==> config.mk <==
export PLATFORM = sky130hd
export DESIGN_NAME = mfu_page_replacement_flat
export DESIGN_NICKNAME = d
export VERILOG_FILES = /design/src/sv/mfu_pkg.sv /design/src/sv/mfu_if.sv /design/src/sv/mfu_cell.sv /design/src/sv/mfu_page_replacement.sv /design/src/flat_wrapper.sv
export SDC_FILE = /design/constraint.sdc
export NUM_CORES = 2
export LEC_CHECK = 0
export ABC_CLOCK_PERIOD_IN_PS = 5600
export BUFFER_PORTS_ARGS = -buffer_cell sky130_fd_sc_hd__buf_4
export CAP_MARGIN = 25
export CORE_UTILIZATION = 46
export CTS_CLUSTER_DIAMETER = 40
export DETAILED_ROUTE_END_ITERATION = 8
export GPL_TIMING_DRIVEN = 1
export PLACE_DENSITY = 0.65
export SLEW_MARGIN = 25
export SYNTH_ARGS = -nofsm -noshare
export SYNTH_HDL_FRONTEND = slang
export SYNTH_SLANG_ARGS = --single-unit
==> constraint.sdc <==
create_clock -name clk -period 5.6 [get_ports clk]
set_clock_uncertainty 0.05 [all_clocks]
set_input_delay 0.28 -clock clk [delete_from_list [all_inputs] [get_ports clk]]
set_output_delay 0.28 -clock clk [all_outputs]
set_load 0.005 [all_outputs]
==> src/sv/mfu_pkg.sv <==
// Package: sizes, constants and shared types of the page replacement unit.
`timescale 1ns / 1ps
package mfu_pkg;

	localparam int MAX_FRAMES = 16;
	localparam int PAGE_BITS  = 16;
	localparam int IDX_W      = (MAX_FRAMES > 1) ? $clog2(MAX_FRAMES) : 1;
	localparam int NF_W       = $clog2(MAX_FRAMES + 1);
	localparam int CFG_W      = 5;
	localparam int CNT_W      = 16;
	localparam int FAULT_W    = 16;
	localparam int SLOT_W     = 4;

	localparam logic [CFG_W-1:0] NUM_FRAMES_RST = CFG_W'(4);
	localparam logic [CNT_W-1:0] COUNT_ONE      = CNT_W'(1);

	// Lookup token that walks the row of frame cells
	typedef struct packed {
		logic                 vld;
		logic [PAGE_BITS-1:0] page;
		logic                 found;
		logic [IDX_W-1:0]     found_idx;
		logic [CNT_W-1:0]     best_cnt;
		logic [IDX_W-1:0]     best_idx;
		logic [PAGE_BITS-1:0] best_page;
	} token_t;

	// Update broadcast to the cells once an item is resolved
	typedef struct packed {
		logic                 en;
		logic                 fill;
		logic [IDX_W-1:0]     idx;
		logic [PAGE_BITS-1:0] page;
	} upd_t;

endpackage

==> src/sv/mfu_if.sv <==
// Interfaces: request, result and configuration channels.
`timescale 1ns / 1ps
interface mfu_req_if;
	logic                          valid;
	logic                          ready;
	logic [mfu_pkg::PAGE_BITS-1:0] page;
	modport source (output valid, output page, input ready);
	modport sink (input valid, input page, output ready);
endinterface

interface mfu_rsp_if;
	logic                          valid;
	logic                          ready;
	logic                          hit;
	logic [mfu_pkg::SLOT_W-1:0]    slot;
	logic                          evicted_valid;
	logic [mfu_pkg::PAGE_BITS-1:0] evicted_page;
	logic [mfu_pkg::FAULT_W-1:0]   fault_total;
	modport source (output valid, output hit, output slot, output evicted_valid,
		output evicted_page, output fault_total, input ready);
	modport sink (input valid, input hit, input slot, input evicted_valid,
		input evicted_page, input fault_total, output ready);
endinterface

interface mfu_cfg_if;
	logic                      valid;
	logic                      ready;
	logic [mfu_pkg::CFG_W-1:0] num_frames;
	modport source (output valid, output num_frames, input ready);
	modport sink (input valid, input num_frames, output ready);
endinterface

==> src/sv/mfu_cell.sv <==
// Frame cell: holds one frame and folds its match and use count into the token.
`timescale 1ns / 1ps
module mfu_cell (
	input  logic                      clk,
	input  logic                      arst_n,
	input  logic [mfu_pkg::IDX_W-1:0] cell_idx,
	input  logic [mfu_pkg::NF_W-1:0]  active_n,
	input  mfu_pkg::token_t           tin,
	output mfu_pkg::token_t           tout,
	input  mfu_pkg::upd_t             upd
);
	import mfu_pkg::*;

	logic                 valid_q;
	logic [PAGE_BITS-1:0] page_q;
	logic [CNT_W-1:0]     count_q;
	logic                 in_range;
	logic                 match;
	logic                 better;
	logic                 sel;
	token_t               tnext;

	assign in_range = NF_W'(cell_idx) < active_n;
	assign match    = in_range && valid_q && (page_q == tin.page) && !tin.found;
	assign better   = in_range && ((cell_idx == '0) || (count_q >= tin.best_cnt));
	assign sel      = upd.en && (upd.idx == cell_idx);

	// Fold this frame into the passing token
	always_comb begin
		tnext = tin;
		if (match) begin
			tnext.found     = 1'b1;
			tnext.found_idx = cell_idx;
		end
		if (better) begin
			tnext.best_cnt  = count_q;
			tnext.best_idx  = cell_idx;
			tnext.best_page = page_q;
		end
	end

	// Hand the token to the next cell
	always_ff @(posedge clk or negedge arst_n) begin
		if (!arst_n) begin
			tout <= '0;
		end else begin
			tout <= tnext;
		end
	end

	// Valid bit of the frame
	always_ff @(posedge clk or negedge arst_n) begin
		if (!arst_n) begin
			valid_q <= 1'b0;
		end else if (sel && upd.fill) begin
			valid_q <= 1'b1;
		end
	end

	// Frame contents: refill or bump the saturating use count
	always_ff @(posedge clk) begin
		if (sel) begin
			if (upd.fill) begin
				page_q  <= upd.page;
				count_q <= COUNT_ONE;
			end else if (count_q != '1) begin
				count_q <= count_q + COUNT_ONE;
			end
		end
	end

endmodule

==> src/sv/mfu_page_replacement.sv <==
// Top level: most-frequently-used page replacement unit with a row of frame cells.
//
// Usage:
//   req carries one page reference per item (valid/ready). rsp returns one result
//   per item: hit, slot holding the page, evicted_valid/evicted_page for a
//   replacement, and the saturating fault total. cfg writes num_frames (0 acts as
//   1, values above the built frame count act as that count); write it only idle.
// Timing:
//   An accepted item enters a lookup token that walks the row of MAX_FRAMES
//   cells, one cell per cycle, collecting the first match and the frame with the
//   highest use count (ties to the higher index). The sequencer registers the
//   result when the token leaves the last cell and loads it into the output
//   register once that register is free; the next item is accepted only after
//   that, so one item at a time walks the cell row.
// Reset:
//   Clears all frame valid bits, the fill pointer, the fault counter and sets
//   num_frames to 4. No clearing pass is needed.
// Stall:
//   A result waits in the output register; a finished lookup holds until that
//   register is free, and a new item is accepted while a result waits.
`timescale 1ns / 1ps
module mfu_page_replacement (
	input  logic      clk,
	input  logic      arst_n,
	mfu_req_if.sink   req,
	mfu_rsp_if.source rsp,
	mfu_cfg_if.sink   cfg
);
	import mfu_pkg::*;

	localparam int AW = (CFG_W > NF_W) ? CFG_W : NF_W;

	typedef enum logic [1:0] {ST_IDLE, ST_SCAN, ST_DONE} state_t;

	state_t               state_q;
	logic [CFG_W-1:0]     num_frames_q;
	logic [NF_W-1:0]      n_q;
	logic [NF_W-1:0]      fill_q;
	logic [FAULT_W-1:0]   fault_q;
	token_t               tok_q;
	upd_t                 upd_q;
	logic                 res_hit_q;
	logic [IDX_W-1:0]     res_slot_q;
	logic                 res_ev_q;
	logic [PAGE_BITS-1:0] res_ev_page_q;
	logic [PAGE_BITS-1:0] res_page_q;
	logic                 out_valid_q;
	logic                 out_hit_q;
	logic [SLOT_W-1:0]    out_slot_q;
	logic                 out_ev_q;
	logic [PAGE_BITS-1:0] out_ev_page_q;
	logic [FAULT_W-1:0]   out_fault_q;

	logic [AW-1:0]        nf_ext;
	logic [NF_W-1:0]      active_n;
	token_t               chain [MAX_FRAMES+1];
	token_t               tail;
	token_t               tok_new;
	upd_t                 upd_new;
	logic                 accept;
	logic                 out_free;
	logic                 deliver;

	// Clamp the configured frame count
	assign nf_ext = AW'(num_frames_q);
	always_comb begin
		if (nf_ext == '0) begin
			active_n = NF_W'(1);
		end else if (nf_ext > AW'(MAX_FRAMES)) begin
			active_n = NF_W'(MAX_FRAMES);
		end else begin
			active_n = NF_W'(nf_ext);
		end
	end

	assign cfg.ready = 1'b1;
	assign req.ready = (state_q == ST_IDLE);
	assign accept    = req.valid && req.ready;
	assign out_free  = !out_valid_q || rsp.ready;
	assign deliver   = (state_q == ST_DONE) && out_free;

	// Configuration register
	always_ff @(posedge clk or negedge arst_n) begin
		if (!arst_n) begin
			num_frames_q <= NUM_FRAMES_RST;
		end else if (cfg.valid) begin
			num_frames_q <= cfg.num_frames;
		end
	end

	// Build the fresh token and the frame update
	always_comb begin
		tok_new      = '0;
		tok_new.vld  = 1'b1;
		tok_new.page = req.page;
		upd_new      = '0;
		upd_new.en   = 1'b1;
		upd_new.fill = !res_hit_q;
		upd_new.idx  = res_slot_q;
		upd_new.page = res_page_q;
	end

	// Inject a token for each accepted item
	always_ff @(posedge clk or negedge arst_n) begin
		if (!arst_n) begin
			tok_q <= '0;
		end else if (accept) begin
			tok_q <= tok_new;
		end else begin
			tok_q <= '0;
		end
	end

	// Broadcast the frame update for one cycle when the result is delivered
	always_ff @(posedge clk or negedge arst_n) begin
		if (!arst_n) begin
			upd_q <= '0;
		end else if (deliver) begin
			upd_q <= upd_new;
		end else begin
			upd_q <= '0;
		end
	end

	// Output valid: set on delivery, drop once taken
	always_ff @(posedge clk or negedge arst_n) begin
		if (!arst_n) begin
			out_valid_q <= 1'b0;
		end else if (deliver) begin
			out_valid_q <= 1'b1;
		end else if (rsp.ready) begin
			out_valid_q <= 1'b0;
		end
	end

	// Row of frame cells
	assign chain[0] = tok_q;
	for (genvar i = 0; i < MAX_FRAMES; i++) begin : g_cell
		mfu_cell u_cell (
			.clk      (clk),
			.arst_n   (arst_n),
			.cell_idx (IDX_W'(i)),
			.active_n (n_q),
			.tin      (chain[i]),
			.tout     (chain[i+1]),
			.upd      (upd_q)
		);
	end
	assign tail = chain[MAX_FRAMES];

	// Sequencer: accept, resolve at the tail, update counters and deliver
	always_ff @(posedge clk or negedge arst_n) begin
		if (!arst_n) begin
			state_q       <= ST_IDLE;
			n_q           <= NF_W'(1);
			fill_q        <= '0;
			fault_q       <= '0;
			res_hit_q     <= 1'b0;
			res_slot_q    <= '0;
			res_ev_q      <= 1'b0;
			res_ev_page_q <= '0;
			res_page_q    <= '0;
			out_hit_q     <= 1'b0;
			out_slot_q    <= '0;
			out_ev_q      <= 1'b0;
			out_ev_page_q <= '0;
			out_fault_q   <= '0;
		end else begin
			case (state_q)
				ST_IDLE: begin
					if (accept) begin
						res_page_q <= req.page;
						n_q        <= active_n;
						state_q    <= ST_SCAN;
					end
				end
				ST_SCAN: begin
					if (tail.vld) begin
						if (tail.found) begin
							res_hit_q     <= 1'b1;
							res_slot_q    <= tail.found_idx;
							res_ev_q      <= 1'b0;
							res_ev_page_q <= '0;
						end else if (fill_q < n_q) begin
							res_hit_q     <= 1'b0;
							res_slot_q    <= fill_q[IDX_W-1:0];
							res_ev_q      <= 1'b0;
							res_ev_page_q <= '0;
						end else begin
							res_hit_q     <= 1'b0;
							res_slot_q    <= tail.best_idx;
							res_ev_q      <= 1'b1;
							res_ev_page_q <= tail.best_page;
						end
						state_q <= ST_DONE;
					end
				end
				ST_DONE: begin
					if (out_free) begin
						if (!res_hit_q && !res_ev_q) begin
							fill_q <= fill_q + NF_W'(1);
						end
						if (!res_hit_q && (fault_q != '1)) begin
							fault_q     <= fault_q + FAULT_W'(1);
							out_fault_q <= fault_q + FAULT_W'(1);
						end else begin
							out_fault_q <= fault_q;
						end
						out_hit_q     <= res_hit_q;
						out_slot_q    <= SLOT_W'(res_slot_q);
						out_ev_q      <= res_ev_q;
						out_ev_page_q <= res_ev_page_q;
						state_q       <= ST_IDLE;
					end
				end
				default: begin
					state_q <= ST_IDLE;
				end
			endcase
		end
	end

	// Drive the result channel
	assign rsp.valid         = out_valid_q;
	assign rsp.hit           = out_hit_q;
	assign rsp.slot          = out_slot_q;
	assign rsp.evicted_valid = out_ev_q;
	assign rsp.evicted_page  = out_ev_page_q;
	assign rsp.fault_total   = out_fault_q;

endmodule

==> src/flat_wrapper.sv <==
// flat-port wrapper written by rule: the top's interface ports become plain ports
module mfu_page_replacement_flat import mfu_pkg::*;
  (clk, arst_n, req_valid, req_page, req_ready, rsp_valid, rsp_hit, rsp_slot, rsp_evicted_valid, rsp_evicted_page, rsp_fault_total, rsp_ready, cfg_valid, cfg_num_frames, cfg_ready);
  mfu_req_if req_i ();
  mfu_rsp_if rsp_i ();
  mfu_cfg_if cfg_i ();
  input  logic clk;
  input  logic arst_n;
  input wire logic [$bits(req_i.valid)-1:0] req_valid;
  input wire logic [$bits(req_i.page)-1:0] req_page;
  output wire logic [$bits(req_i.ready)-1:0] req_ready;
  output wire logic [$bits(rsp_i.valid)-1:0] rsp_valid;
  output wire logic [$bits(rsp_i.hit)-1:0] rsp_hit;
  output wire logic [$bits(rsp_i.slot)-1:0] rsp_slot;
  output wire logic [$bits(rsp_i.evicted_valid)-1:0] rsp_evicted_valid;
  output wire logic [$bits(rsp_i.evicted_page)-1:0] rsp_evicted_page;
  output wire logic [$bits(rsp_i.fault_total)-1:0] rsp_fault_total;
  input wire logic [$bits(rsp_i.ready)-1:0] rsp_ready;
  input wire logic [$bits(cfg_i.valid)-1:0] cfg_valid;
  input wire logic [$bits(cfg_i.num_frames)-1:0] cfg_num_frames;
  output wire logic [$bits(cfg_i.ready)-1:0] cfg_ready;
  assign req_i.valid = req_valid;
  assign req_i.page = req_page;
  assign req_ready = req_i.ready;
  assign rsp_valid = rsp_i.valid;
  assign rsp_hit = rsp_i.hit;
  assign rsp_slot = rsp_i.slot;
  assign rsp_evicted_valid = rsp_i.evicted_valid;
  assign rsp_evicted_page = rsp_i.evicted_page;
  assign rsp_fault_total = rsp_i.fault_total;
  assign rsp_i.ready = rsp_ready;
  assign cfg_i.valid = cfg_valid;
  assign cfg_i.num_frames = cfg_num_frames;
  assign cfg_ready = cfg_i.ready;
  mfu_page_replacement u_core (.clk(clk), .arst_n(arst_n), .req(req_i), .rsp(rsp_i), .cfg(cfg_i));
endmodule
* After elaboration in Yosys (flattened, before gate mapping)
Cells that the tools add are included.
Operators by class: $add $sub $neg 18, magnitude comparators 33, equal/unequal tests 53, muxes and demuxes 65, reductions and logical operators 177
Operators with widths (number):
- $mux W36 | 15
- $mux W16 | 18
- $add A16 B1 Y16 const B | 17
- $ne A16 B16 Y1 const B | 17
- $eq A16 B16 Y1 | 16
- $ge A16 B16 Y1 | 15
- $logic_and A1 B1 Y1 | 99
- $mux W5 | 18
- $reduce_and A2 Y1 | 35
- $mux W58 | 1
- $lt A4 B5 Y1 const A | 8
- $reduce_bool A2 Y1 | 17
- $eq A4 B4 Y1 const B | 8
- $mux W22 | 1
- $lt A3 B5 Y1 const A | 4
- $mux W20 | 1
- $logic_not A1 Y1 | 19
- $eq A4 B3 Y1 const B | 4
- $lt A1 B5 Y1 const A | 2
- $lt A2 B5 Y1 const A | 2
- $reduce_and A3 Y1 | 3
- $eq A4 B2 Y1 const B | 2
- $mux W4 | 2
- $mux W2 | 3
- other kinds (14) | 19
Storage, ports and cells: bits in registers 1598, input port bits 26, output and inout port bits 41, logic and storage cells 530

* Longest topological paths before layout
word-level depth 5, gate-level depth with buffers 9, mapped depth without buffers 7

* Cells and area by module
From an unflattened synthesis, not the netlist that was laid out.
Second synthesis, totals: cells, all modules 5142, area total of the unflattened synthesis 71190.8 um2
By module, submodules not included:
- mfu_cell (u_core.g_cell[10].u_cell ...) | instances 15, cells each 296, area each 4124.0 um2, sequential area each 2437.3 um2
- mfu_page_replacement | instances 1, cells each 410, area each 5168.7 um2, sequential area each 3330.7 um2
- mfu_cell (u_core.g_cell[0].u_cell) | instances 1, cells each 292, area each 4162.7 um2, sequential area each 2437.3 um2

* Least setup slack after synthesis
Ideal clock, no wire load.
path kind register -> register, start point register u_core.g_cell[3].u_cell.count_q[0], end point register u_core.g_cell[3].u_cell.count_q[0] (enable), library setup time 0.478 ns, arrival 3.618 ns, required time 5.072 ns, path slack 1.454 ns, cell stages (with the launch flop) 5, period minus slack after synthesis 4.146 ns, cell sequence edfxtp_1 ha_1 nand3_1 nor2_1 a2111oi_0
Between the ends: cells in the longest elaborated chain, start to end 3
RTL lines:
- start: declaration | RTL line mfu_cell.sv:16 | logic [CNT_W-1:0] count_q;
- start signal: assignment | RTL line mfu_cell.sv:67 | count_q <= count_q + COUNT_ONE;
- $ne A16 B16 Y1 | RTL line mfu_cell.sv:66 | end else if (count_q != '1) begin
- $reduce_bool A2 Y1 (no line)
- $reduce_and A2 Y1 (no line)
No other way between the ends. A chain may end at the register's enable or synchronous reset.

==> impl_metrics.json <==
{
  "maxCapViolations": 0,
  "timing.rr.end": "u_core.g_cell[6].u_cell.tout[0]",
  "post_cts_resized": 0,
  "root_buffer": "clkbuf_16",
  "synth_nets": 4951,
  "critPathMaxFanout": 20,
  "grt_pass1_vias": 37000,
  "firstDrtPassIters": 5,
  "grt_antenna_before_repair": 1,
  "end_kind": "flop",
  "place.gp.congestion": 0.811,
  "clockBufferDepth": 3,
  "post_synth_num_cell_types": 68,
  "postCtsSetupBuffers": 0,
  "pwr-share-comb_pct": 21.8,
  "mappedNetlistArea_um2": 63800,
  "clk_latency_ps": 790,
  "leakage_nw": 32.4,
  "synth_edf_count": 512,
  "synth_warnings": 0,
  "irDropWorstVdd_mv": 0.306,
  "grt_max_degree": 167,
  "dpl.cell_count": 6484,
  "timing.rr.start": "u_core.n_q[2]",
  "num_rows": 136,
  "async_flop_share_pct": 66.5,
  "avgRoutedWirePerCell_um": 18.2,
  "r2r_slack_ps": 2360,
  "p_per_area_nw_per_um2": 455,
  "cts_buffers": 173,
  "seq_power_share_pct": 44.1,
  "rsz0062_at_grt": "no",
  "worst_slew_pin_slew_ps": 1070,
  "finalSetupViolCount": 0,
  "via_per_inst": 5.09,
  "grt_util_met3_pct": 3.23,
  "remaining_drc_errors": 0,
  "grtUsageMet2_pct": 31.1,
  "worstSetupStartpointType": "flop",
  "syn_area_per_cell_um2": 13.7,
  "layoutNonFillerInstCount": 6858,
  "path_clk_slew_ps": 60,
  "initial_utilization_pct": 46.4,
  "status": "finished clean",
  "fmax_ghz": 0.309,
  "slew_headroom_pct": 28.1,
  "top_usage_layer": "met2",
  "dp_hpwl_mm": 87.8,
  "crit_required_ps": 6210,
  "ys_seq_area_share_pct": 63.9,
  "worst_r2r_path_depth": 5,
  "drt_wl_total_mm": 125,
  "hold_viol_final": 0,
  "die_x_um": 374,
  "dieHeight_um": 374,
  "cts-htree-levels": 4,
  "drtAntennaViolNets": 0,
  "track_usage_pct": 18.1,
  "drive_above_1_share_pct": 19.0,
  "path_class": "flop to flop",
  "final_core_util_pct": 53.3,
  "synth_seq_cells": 1527,
  "gr-usage-met1_pct": 23.2,
  "area_delta_synth_final_pct": 14.9,
  "fin_tns_setup_ps": 0,
  "clock_sinks": 1527,
  "synth-main-ff-cell": "dfrtp_1",
  "power_frac_clock_pct": 34.1,
  "grt_pass1_wl_mm": 202,
  "period_share_pct": 57.8,
  "switching_power_mw": 9.03,
  "syn_inst": 4663,
  "first_iter_violations": 1781,
  "io_pins": 67,
  "fin_nets": 5200,
  "grt_overflow": 0,
  "arrival_ps": 3850,
  "hp-class": "input pin to async pin",
  "die_area_um2": 140000,
  "swShare_pct": 27.1,
  "fin_crit_ps": 3240,
  "fp.coreArea_um2": 137000,
  "vias": 34900,
  "numPortBuffers": 65,
  "cts_tree": "built",
  "ctsHoldBuffers": 43,
  "slew_viol_final": 0,
  "p_int_mw": 24.3
}
[worst max-delay path by stage]
| stage | startpoint | end | slack [ps] |
|---|---|---|---|
| 2_1_floorplan | u_core.g_cell[3].u_cell.count_q[0] | u_core.g_cell[3].u_cell.count_q[0] | 1450 |
| 3_3_place_gp | u_core.g_cell[13].u_cell.count_q[7] | u_core.g_cell[13].u_cell.tout[2] | 2240 |
| 3_5_place_dp | u_core.n_q[4] | u_core.g_cell[8].u_cell.tout[3] | 2370 |
| 4_1_cts | u_core.n_q[4] | u_core.g_cell[8].u_cell.tout[30] | 2350 |
| 5_1_grt | u_core.g_cell[15].u_cell.count_q[0] | u_core.g_cell[15].u_cell.tout[2] | 2240 |
| 6_report | u_core.n_q[2] | u_core.g_cell[6].u_cell.tout[0] | 2360 |
[critical path, cell delays in order (launching register included)]
cell and delay, ps:
dfrtp_1 710, a311oi_1 340, or4_4 620, o21ai_4 570, buf_4 440, mux2_2 390
[cell families after synthesis]
logic type,count (synthesis),share of synthesized area [%]
DFF,1527,63.9
xor gates and xnor gates,464,6.37
and+or+nand+nor,1163,9.45
other,1,0.00588
buffers and inverters,374,2.52
AOI/OAI and AO/OA,374,3.72
muxes,498,8.90
adders and majority gates,262,5.14
[cells in the mapped netlist, drive strengths merged, types with 3 or more instances]
library cell,count,area [um2]
a2111oi,6,52.6
and3,55,344
o21ai,107,596
a31oi,3,25.0
o21bai,10,75.1
mux2i,20,200
a22oi,9,67.6
nand2b,30,188
inv,273,1020
nand3,127,636
o31ai,4,35.0
a21o,22,165
edfxtp,512,15400
xnor2,187,1640
a21oi,149,746
mux2,478,5480
or2,67,419
nor2b,65,407
and2,61,382
dfrtp,1013,25300
nand3b,9,67.6
buf,57,417
a211oi,22,165
or4,6,56.3
nor4,49,307
ha,262,3280
clkbuf,43,161
o211ai,4,30.0
o41ai,3,82.6
nand2,186,698
nor4b,4,35.0
a2bb2oi,3,26.3
a22o,16,140
nor2,275,1030
or3,35,219
nor3b,8,60.1
xor2,277,2430
and4,28,245
nand4,89,557
o21a,8,60.1
nor3,65,337
[registers in the layout (all words and copies together), names as in the netlist, 16 cells and up]
register                      flops
u_core.res_page_q                16
u_core.g_cell.u_cell.count_q    256
u_core.fault_q                   16
u_core.rsp.evicted_page          16
u_core.chain                     17
u_core.upd_q                     22
u_core.g_cell.u_cell.page_q     256
u_core.g_cell.u_cell.valid_q     16
u_core.g_cell.u_cell.tout       866
u_core.res_ev_page_q             16
[area by class of cell]
class                      instances  area [um2]
antenna                            1        2.50
clock buffer                     231        4880
clock inverter                    95         997
fill                           11300       64200
inverter                         274        1030
multi-input combinational       2762       21600
sequential                      1527       40800
tap                             1794        2240
timing repair buffer             174        1740
[power groups by stage]
stage	clock network [mW]	logic (mW)	registers, mW
finish	11.4	7.27	14.7
global placement	0	6.80	14.9
global route	12.1	8.11	14.9
detailed placement	0	7.19	14.9
floorplan	0	5.62	14.4
CTS	11.6	7.31	14.7
[placed cells by master (no fill, tap or decap), types with 55 or more instances in the layout]
cell type / netlist / final
dfrtp_1: 1013 / 1012
edfxtp_1: 512 / 512
mux2_2: 401 / 401
xor2_1: 277 / 277
inv_1: 272 / 272
nor2_1: 274 / 272
ha_1: 262 / 262
xnor2_1: 187 / 187
nand2_1: 186 / 186
clkbuf_16: 0 / 178
a21oi_1: 149 / 149
nand3_1: 127 / 127
buf_4: 10 / 110
o21ai_0: 98 / 98
nand4_1: 89 / 89
or2_2: 67 / 67
nor2b_1: 65 / 64
nor3_1: 64 / 61
and2_1: 61 / 61
and3_1: 55 / 55
[stage by stage]
stage          total power, mW  hold slack, ps  instance area, um2  worst slack, ps
2_1_floorplan             20.1           -65.6               63800             1450
3_3_place_gp              21.7             263               66600             2240
3_5_place_dp              22.1             275               66900             2370
4_1_cts                   33.6            36.1               73200             2350
5_1_grt                   35.1            78.8               73300             2240
6_report                  33.3            44.9               73300             2360
[layer usage]
layer | part of all wire [%] | wire (um)
met1 | 44 | 54500
met2 | 49 | 61500
met3 | 4.3 | 5310
met4 | 2.5 | 3170
met5 | 0 | 0
No activity file was read; power rests on OpenSTA's default activity.
